$ cat config.mk
export PLATFORM = sky130hd
export DESIGN_NAME = sorted_list_insert_delete_top
export DESIGN_NICKNAME = d
export VERILOG_FILES = /design/src/sv/slid_pkg.sv /design/src/sv/slid_cell.sv /design/src/sv/sorted_list_insert_delete_top.sv
export SDC_FILE = /design/constraint.sdc
export NUM_CORES = 2
export LEC_CHECK = 0
export BUFFER_PORTS_ARGS = -buffer_cell sky130_fd_sc_hd__buf_2
export CORE_MARGIN = 3
export CORE_UTILIZATION = 50
export DETAILED_ROUTE_END_ITERATION = 8
export MAX_ROUTING_LAYER = met4
export PLACE_DENSITY = 0.66
export RECOVER_POWER = 50
export SYNTH_ARGS = -nofsm -noshare
export SYNTH_HDL_FRONTEND = slang
export SYNTH_SLANG_ARGS = --single-unit
$ cat constraint.sdc
create_clock -name clk_i -period 6 [get_ports clk_i]
set_input_delay 0.6 -clock clk_i [delete_from_list [all_inputs] [get_ports clk_i]]
set_output_delay 0.6 -clock clk_i [all_outputs]
set_load 0.05 [all_outputs]
$ cat src/sv/slid_pkg.sv
package slid_pkg;

  localparam int unsigned CAPACITY = 16;
  localparam int unsigned COUNT_W  = $clog2(CAPACITY + 1);
  localparam int unsigned VALUE_W  = 32;

  localparam logic MODE_INSERT = 1'b0;
  localparam logic MODE_DELETE = 1'b1;

  typedef enum logic [1:0] {
    STATUS_DONE      = 2'd0,
    STATUS_NOT_FOUND = 2'd1,
    STATUS_FULL      = 2'd2
  } status_e;

  typedef struct packed {
    logic                      mode;
    logic signed [VALUE_W-1:0] value;
  } in_item_t;

  typedef struct packed {
    logic [1:0]                status;
    logic [4:0]                entry_count;
    logic                      head_valid;
    logic signed [VALUE_W-1:0] smallest_value;
  } out_item_t;

  // broadcast to every cell for one operation
  typedef struct packed {
    logic                      wr;
    logic                      del;
    logic                      found;
    logic signed [VALUE_W-1:0] value;
  } cell_ctrl_t;

endpackage

$ cat src/sv/slid_cell.sv
module slid_cell (
  input  logic                                clk_i,
  input  slid_pkg::cell_ctrl_t                ctrl_i,
  input  logic                                occupied_i,
  input  logic                                left_lt_i,
  input  logic signed [slid_pkg::VALUE_W-1:0] left_entry_i,
  input  logic signed [slid_pkg::VALUE_W-1:0] right_entry_i,
  output logic                                lt_o,
  output logic                                eq_o,
  output logic signed [slid_pkg::VALUE_W-1:0] entry_o,
  output logic signed [slid_pkg::VALUE_W-1:0] entry_d_o
);

  logic signed [slid_pkg::VALUE_W-1:0] entry_q, entry_d;

  assign lt_o = occupied_i && (entry_q < ctrl_i.value);
  assign eq_o = occupied_i && (entry_q == ctrl_i.value);

  always_comb begin
    entry_d = entry_q;
    if (ctrl_i.wr) begin
      if (ctrl_i.del) begin
        if (ctrl_i.found && !lt_o) begin
          entry_d = right_entry_i;
        end
      end else if (!lt_o) begin
        entry_d = left_lt_i ? ctrl_i.value : left_entry_i;
      end
    end
  end

  always_ff @(posedge clk_i) begin
    entry_q <= entry_d;
  end

  assign entry_o   = entry_q;
  assign entry_d_o = entry_d;

endmodule

$ cat src/sv/sorted_list_insert_delete_top.sv
// Sorted insertion list: up to CAPACITY signed 32-bit values kept ascending
// in a row of compare cells.
// Input channel in_valid_i/in_stall_o carries mode (insert or delete) and a
// value; a transfer happens when valid is high and stall is low.
// Output channel out_valid_o/out_stall_i returns one result per item:
// status, entry count, head valid flag and the smallest stored value.
// Every cell compares its entry to the broadcast value in the same cycle and
// shifts left or right, so an item finishes in the cycle it is accepted.
// out_valid_o rises in the cycle after the input transfer.
// Throughput is one item per cycle while the receiver does not stall; the
// single output register sets that figure.
// While a result waits under out_stall_i, in_stall_o is high and nothing new
// is accepted; the pending result holds steady.
// Reset empties the list (count to zero) and clears out_valid_o;
// there is no clearing pass, entries beyond the count are never read.
module sorted_list_insert_delete_top (
  input  logic                clk_i,
  input  logic                rst_ni,
  input  logic                in_valid_i,
  output logic                in_stall_o,
  input  slid_pkg::in_item_t  in_data_i,
  output logic                out_valid_o,
  input  logic                out_stall_i,
  output slid_pkg::out_item_t out_data_o
);

  localparam int unsigned N = slid_pkg::CAPACITY;

  logic [slid_pkg::COUNT_W-1:0] count_q, count_d;
  logic                         out_valid_q, out_valid_d;
  slid_pkg::out_item_t          out_data_q, out_data_d;

  logic                                in_xfer, full, found, is_del;
  logic [N-1:0]                        lt, eq;
  logic signed [slid_pkg::VALUE_W-1:0] entry [N];
  logic signed [slid_pkg::VALUE_W-1:0] entry_d [N];
  slid_pkg::cell_ctrl_t                ctrl;
  slid_pkg::status_e                   status;

  assign in_stall_o = out_valid_q && out_stall_i;
  assign in_xfer    = in_valid_i && !in_stall_o;
  assign is_del     = (in_data_i.mode == slid_pkg::MODE_DELETE);
  assign full       = (count_q == slid_pkg::COUNT_W'(N));
  assign found      = |eq;

  always_comb begin
    ctrl.del   = is_del;
    ctrl.found = found;
    ctrl.value = in_data_i.value;
    ctrl.wr    = in_xfer && (is_del ? found : !full);
  end

  for (genvar i = 0; i < N; i++) begin : g_cell
    logic                                left_lt;
    logic signed [slid_pkg::VALUE_W-1:0] left_entry, right_entry;
    if (i == 0) begin : g_first
      assign left_lt    = 1'b1;
      assign left_entry = entry[0];
    end else begin : g_mid
      assign left_lt    = lt[i-1];
      assign left_entry = entry[i-1];
    end
    if (i == N - 1) begin : g_last
      assign right_entry = '0;
    end else begin : g_inner
      assign right_entry = entry[i+1];
    end
    slid_cell u_cell (
      .clk_i        (clk_i),
      .ctrl_i       (ctrl),
      .occupied_i   (slid_pkg::COUNT_W'(i) < count_q),
      .left_lt_i    (left_lt),
      .left_entry_i (left_entry),
      .right_entry_i(right_entry),
      .lt_o         (lt[i]),
      .eq_o         (eq[i]),
      .entry_o      (entry[i]),
      .entry_d_o    (entry_d[i])
    );
  end

  always_comb begin
    count_d = count_q;
    status  = slid_pkg::STATUS_DONE;
    if (is_del) begin
      if (found) begin
        count_d = count_q - slid_pkg::COUNT_W'(1);
      end else begin
        status = slid_pkg::STATUS_NOT_FOUND;
      end
    end else if (full) begin
      status = slid_pkg::STATUS_FULL;
    end else begin
      count_d = count_q + slid_pkg::COUNT_W'(1);
    end
    if (!in_xfer) begin
      count_d = count_q;
    end

    out_data_d.status         = status;
    out_data_d.entry_count    = 5'(count_d);
    out_data_d.head_valid     = (count_d != '0);
    out_data_d.smallest_value = (count_d != '0) ? entry_d[0] : '0;

    out_valid_d = out_valid_q && out_stall_i;
    if (in_xfer) begin
      out_valid_d = 1'b1;
    end
  end

  always_ff @(posedge clk_i or negedge rst_ni) begin
    if (!rst_ni) begin
      count_q     <= '0;
      out_valid_q <= 1'b0;
    end else begin
      count_q     <= count_d;
      out_valid_q <= out_valid_d;
    end
  end

  always_ff @(posedge clk_i) begin
    if (in_xfer) begin
      out_data_q <= out_data_d;
    end
  end

  assign out_valid_o = out_valid_q;
  assign out_data_o  = out_data_q;

`ifndef SYNTHESIS
  a_count_range: assert property (@(posedge clk_i) disable iff (!rst_ni)
    count_q <= slid_pkg::COUNT_W'(N))
    else $error("entry count above capacity");

  a_result_follows: assert property (@(posedge clk_i) disable iff (!rst_ni)
    in_xfer |=> out_valid_q)
    else $error("accepted item produced no result");

  a_count_steady: assert property (@(posedge clk_i) disable iff (!rst_ni)
    !in_xfer |=> $stable(count_q))
    else $error("count changed without a transfer");

  a_head_flag: assert property (@(posedge clk_i) disable iff (!rst_ni)
    in_xfer |=> (out_data_q.head_valid == (count_q != '0)))
    else $error("head flag disagrees with count");
`endif

endmodule
==> Word level (Yosys, flattened, before mapping) <==
Index checks and enable logic that the tools add are counted.
W data, S select, Z words.
{ "classes": {"mux": 73, "eq_ne": 47, "n_addsub": 2, "n_lt_le_gt_ge": 32, "reduce_logical": 86} }
{ "op_table": {"columns": ["operator", "n"], "rows": [
  ["$mux W32", 64],
  ["$eq A32 B32 Y1", 16],
  ["$lt A32 B32 Y1", 16],
  ["$logic_and A1 B1 Y1", 51],
  ["$reduce_and A3 Y1", 15],
  ["$lt A4 B5 Y1 const A", 8],
  ["$ne A2 B1 Y1 const B", 15],
  ["$ne A2 B2 Y1 const B", 15],
  ["$lt A3 B5 Y1 const A", 4],
  ["$mux W5", 4],
  ["$logic_not A1 Y1", 18],
  ["$reduce_or A16 Y1", 1],
  ["$lt A1 B5 Y1 const A", 2],
  ["$lt A2 B5 Y1 const A", 2],
  ["$add A5 B1 Y5 const B", 1],
  ["$eq A5 B5 Y1 const B", 1],
  ["$reduce_bool A5 Y1", 1],
  ["$sub A5 B1 Y5 const B", 1],
  ["$mux W2", 2],
  ["$mux W1", 3]
]} }
{ "word_totals": {"inputBits": 37, "out_inout_bits": 42, "reg_bits": 558} }

==> Longest topological paths before layout <==
{ "depth": {"ltp_word": 7, "depth_mapped": 15, "ltp_nobuf": 12} }

==> By module <==
Synthesis repeated with hierarchy kept, for this count alone.
{ "unflattened": {"cells_unflattened": 5894, "area_unflattened_um2": 52938.3} }
{ "modules_own_cells": {"columns": ["module", "cells_each", "area_each_um2", "n_inst"], "rows": [
  ["slid_cell (g_cell[0].u_cell ...)", 353, 3176.8, 15],
  ["slid_cell (g_cell[9].u_cell)", 378, 2865.2, 1],
  ["sorted_list_insert_delete_top", 221, 2421.1, 1]
]} }

==> Least setup slack after synthesis <==
OpenSTA, ideal clock, no wires.
{ "synth_path": {"path_type": "input to register", "start": "input in_data_i[19] (netlist bit)", "end": "register g_cell[3].u_cell.entry_q, in the netlist g_cell[3].u_cell.entry_o[0] (enable)", "arrival_time_ns": 4.759, "setup_ns": 0.425, "required_time_ns": 5.575, "cell_stages": 12, "slack_ns": 0.816, "path_cell_list": "inv_1 ha_1 a21o_1 a21oi_1 nor2b_1 o311ai_0 a21boi_0 a311oi_1 o21ai_0 mux2i_1 clkbuf_1 nor2b_1"} }
{ "synth_via": {"elab_chain_len": 6} }
{ "synth_rtl": {"columns": ["element", "line_no", "rtl"], "rows": [
  ["start, declared", "sorted_list_insert_delete_top.sv:21", "input slid_pkg::in_item_t in_data_i,"],
  ["$lt A32 B32 Y1 or $eq A32 B32 Y1 (tied branches)", "slid_cell.sv:16, slid_cell.sv:17", null],
  ["$logic_and A1 B1 Y1 (on tied branches)", "slid_cell.sv:16, slid_cell.sv:17", null],
  ["$logic_not A1 Y1 or $reduce_or A16 Y1 (tied branches)", "slid_cell.sv:23, sorted_list_insert_delete_top.sv:44", null],
  ["$logic_and A1 B1 Y1 or $mux W1 (tied branches)", "slid_cell.sv:23, sorted_list_insert_delete_top.sv:50", null],
  ["$ne A2 B1 Y1 (no line) or $logic_and A1 B1 Y1 (tied branches)", null, null],
  ["$reduce_and A3 Y1 (no line) (*)", null, null],
  ["end signal, assigned", "slid_cell.sv:33", "entry_q <= entry_d;"],
  ["end, declared", "slid_cell.sv:14", "logic signed [slid_pkg::VALUE_W-1:0] entry_q, entry_d;"]
]} }
Mark *: on every way between the ends. The rest lies on a longest branch, timed or not.
A chain may end at the register's enable or synchronous reset.

==> Worst setup path after layout <==
{ "layout_path": {"start": "input in_data_i[24] (netlist bit)", "end": "register g_cell[10].u_cell.entry_q, in the netlist g_cell[10].u_cell.entry_o[4], data pin"} }
{ "layout_via": {"elab_chain_len": 5} }
{ "layout_rtl": {"columns": ["element", "line_no", "rtl"], "rows": [
  ["$lt A32 B32 Y1", "slid_cell.sv:16", "assign lt_o = occupied_i && (entry_q < ctrl_i.value);"],
  ["$logic_and A1 B1 Y1", "slid_cell.sv:16", null],
  ["$mux W32", "slid_cell.sv:27", "entry_d = left_lt_i ? ctrl_i.value : left_entry_i;"],
  ["$mux W32", "slid_cell.sv:26", "end else if (!lt_o) begin"],
  ["$mux W32", "slid_cell.sv:22", "if (ctrl_i.del) begin"],
  ["end signal, assigned", "slid_cell.sv:33", null],
  ["end, declared", "slid_cell.sv:14", null]
]} }
Every way passes these cells. The select of a mux whose other input is x is not followed.

==> flow_metrics.env <==
export IMPL_synth_seq_cells=558
export IMPL_cp_arrival_ns=5.59
export IMPL_slew_violations=194
export IMPL_cts_hold_buf=1
export IMPL_clk_path_buf_depth=3
export IMPL_synth_edf_count=520
export IMPL_syn_nets=4411
export IMPL_grt_busiest_layer="met2"
export IMPL_rr_startpoint="count_q[4]"
export IMPL_min_path_cells=2
export IMPL_route_vias_total=30500
export IMPL_port_buffers=78
export IMPL_ys_warn_count=0
export IMPL_worstSetupPathType="in -> reg"
export IMPL_use_met3_pct=4.44
export IMPL_grt_usage_pct=28.1
export IMPL_hold_path_class="in -> reg"
export IMPL_post_cts_resized=0
export IMPL_synth_top_cell_by_area="edfxtp_1"
export IMPL_yosys_cell_count_top_type="edfxtp_1"
export IMPL_rr_worst_depth=11
export IMPL_p_leak_nw=18.0
export IMPL_endpoint_kind="flop"
export IMPL_drv_cap=7
export IMPL_clkSinkCount=558
export IMPL_dieArea_sq_um=82700
export IMPL_clock_root_buffer="clkbuf_16"
export IMPL_fin_util_pct=56.1
export IMPL_min_delay_start="in_valid_i"
export IMPL_syn_area_per_cell_sq_um=10.3
export IMPL_outcome="finished, violations left"
export IMPL_period_share_pct=87.7
export IMPL_finalCriticalPeriod_ns=5.26
export IMPL_max_vdd_ir_drop_v=0.000178
export IMPL_clock_skew_ns=0.0276
export IMPL_power_density_nw_per_um2=299
export IMPL_core_sq_um=78000
export IMPL_ant_nets=0
export IMPL_first_global_vias=29300
export IMPL_drc=0
export IMPL_place_hpwl_mm=89.2
export IMPL_use_met2_pct=41.6
export IMPL_drive_above_1_share_pct=7.89
export IMPL_clkTransAtPathRegs_ns=0.06
export IMPL_syn_to_final_growth_pct=10.3
export IMPL_via_per_inst=6.08
export IMPL_async_reset_ff_share_pct=1.08
export IMPL_min_to="out_valid_o"
export IMPL_synth_top_area_share_pct=39.4
export IMPL_fin_setup_tns_ns=0
export IMPL_post_cts_buffers=0
export IMPL_firstDrtPassIters=5
export IMPL_layout_nets=4466
export IMPL_cts_tree="done"
export IMPL_cp_required_ns=6.32
export IMPL_cts_htree_levels=3
export IMPL_initial_core_util_pct=50.9
export IMPL_rsz0062_at_grt="no"
export IMPL_relSlewSlack_pct=-35.8
export IMPL_hold_violations=0
export IMPL_die_h_um=288
export IMPL_grt_max_degree=235
export IMPL_die_x_um=288
export IMPL_antenna_found_initial=2
export IMPL_rr_endpoint="out_data_o[18]"
export IMPL_num_rows=102
export IMPL_reg2reg_slack_ns=0.89
export IMPL_io_pins=79
export IMPL_gp_congestion=0.958
export IMPL_avgRoutedWirePerCell_um=22.8
export IMPL_tightest_slew_ns=2.04
export IMPL_failed_checks="capacitance limit, slew limit"
export IMPL_setup_violations=0
export IMPL_grt_pass1_wl_mm=174
export IMPL_clk_latency_ns=0.62
export IMPL_ys_flop_type="edfxtp_1"
export IMPL_synth_cells=3858
export IMPL_synth_common_cells="520 x edfxtp_1, 516 x ha_1, 497 x o21ai_0"
export IMPL_drtIter0Drc=3056
export IMPL_cts_buffers=68
export IMPL_syn_area_sq_um=39700
export IMPL_crit_fanout=25
export IMPL_yosysSeqAreaShare_pct=41.4
export IMPL_cp_start_kind="input port"
export IMPL_grt_use_met1_pct=38.6
export IMPL_wirelength_mm=114
export IMPL_grt_overflow=0
export IMPL_max_freq_ghz=0.190
export IMPL_ys_types=69
export IMPL_synth_area_leaders="edfxtp_1 39%, ha_1 16%, mux2i_1 11%"
==> critical path, stage by stage <==
cell and delay, ns:
clkbuf_1 0.57, inv_1 0.58, ha_1 0.46, nand4_1 0.16, nor4_1 0.59, o311a_1 0.38
o21ai_0 0.11, o41ai_1 0.09, clkbuf_1 1.49, mux2i_1 0.37, o21ai_0 0.12
==> report_power, final <==
| group | internal (mW) | switching [mW] |
|---|---|---|
| registers | 4.82 | 0.378 |
| logic | 1.57 | 2.24 |
| clock network | 2.33 | 1.73 |
==> cells by family (layout without fill, tap and decap cells) <==
family | count (synthesis) | after routing | synth area share (%)
other cells | 0 | 2 | 0
flops | 558 | 558 | 41.4
xor+xnor | 2 | 2 | 0.0442
mux | 458 | 458 | 11.6
fa+ha+maj | 516 | 516 | 16.3
simple gates | 1073 | 1073 | 13.3
buf+inv | 289 | 397 | 2.85
compound gates | 962 | 962 | 14.6
==> routing by layer <==
metal / vias up / part of all wire, %
met1: 14500 / 45
met4: 0 / 4.1
li1: 14700 / -
met2: 1097 / 43
met5: - / 0
met3: 214 / 7.7
==> layout make-up <==
class | instances | area [sq um]
Fill cell | 6793 | 34200
Multi-Input combinational cell | 3011 | 22300
Sequential cell | 558 | 16400
Clock buffer | 95 | 1960
Timing Repair Buffer | 210 | 1360
Tap cell | 1040 | 1300
Inverter | 64 | 240
Clock inverter | 28 | 189
Antenna cell | 2 | 5.00
==> cells in the final DEF, fill, tap and decap left out, types with 67 or more instances in the layout <==
cell,Yosys,final
a21o_1,134,134
a21oi_1,167,164
a221o_1,67,67
buf_4,0,108
clkbuf_1,206,74
clkbuf_16,0,73
edfxtp_1,520,520
ha_1,516,516
mux2i_1,454,452
nand2_1,466,466
nand2b_1,108,108
nand4_1,117,117
nor2_1,113,105
o21ai_0,497,498
==> sequential cells by signal (all words and copies together), names as in the netlist <==
signal                 cells
g_cell.u_cell.entry_o    512
out_data_o                40
count_q                    5
out_valid_o                1
==> how the worst max path moves through the flow <==
stage,endpoint,slack (ns),from
2_1_floorplan,g_cell[3].u_cell.entry_o[0],0.82,in_data_i[19]
3_3_place_gp,out_data_o[26],0.79,in_data_i[31]
3_5_place_dp,out_data_o[28],0.71,in_data_i[31]
4_1_cts,out_data_o[6],1.33,count_q[4]
5_1_grt,g_cell[10].u_cell.entry_o[11],0.55,in_data_i[24]
6_report,g_cell[10].u_cell.entry_o[4],0.74,in_data_i[24]
==> metrics by stage <==
stage,total power [mW],hold slack [ns],area [sq um],std cells,worst slack (ns)
CTS,13.1,0.175,43900,5006,1.33
finish,13.1,0.200,43700,5008,0.736
floorplan,7.93,0.304,39700,3858,0.816
global route,13.7,0.199,43700,5007,0.551
detailed placement,9.08,0.431,41800,4882,0.712
global placement,8.99,0.429,41800,4882,0.795
Note: power is estimated with default switching activity, not from simulation.
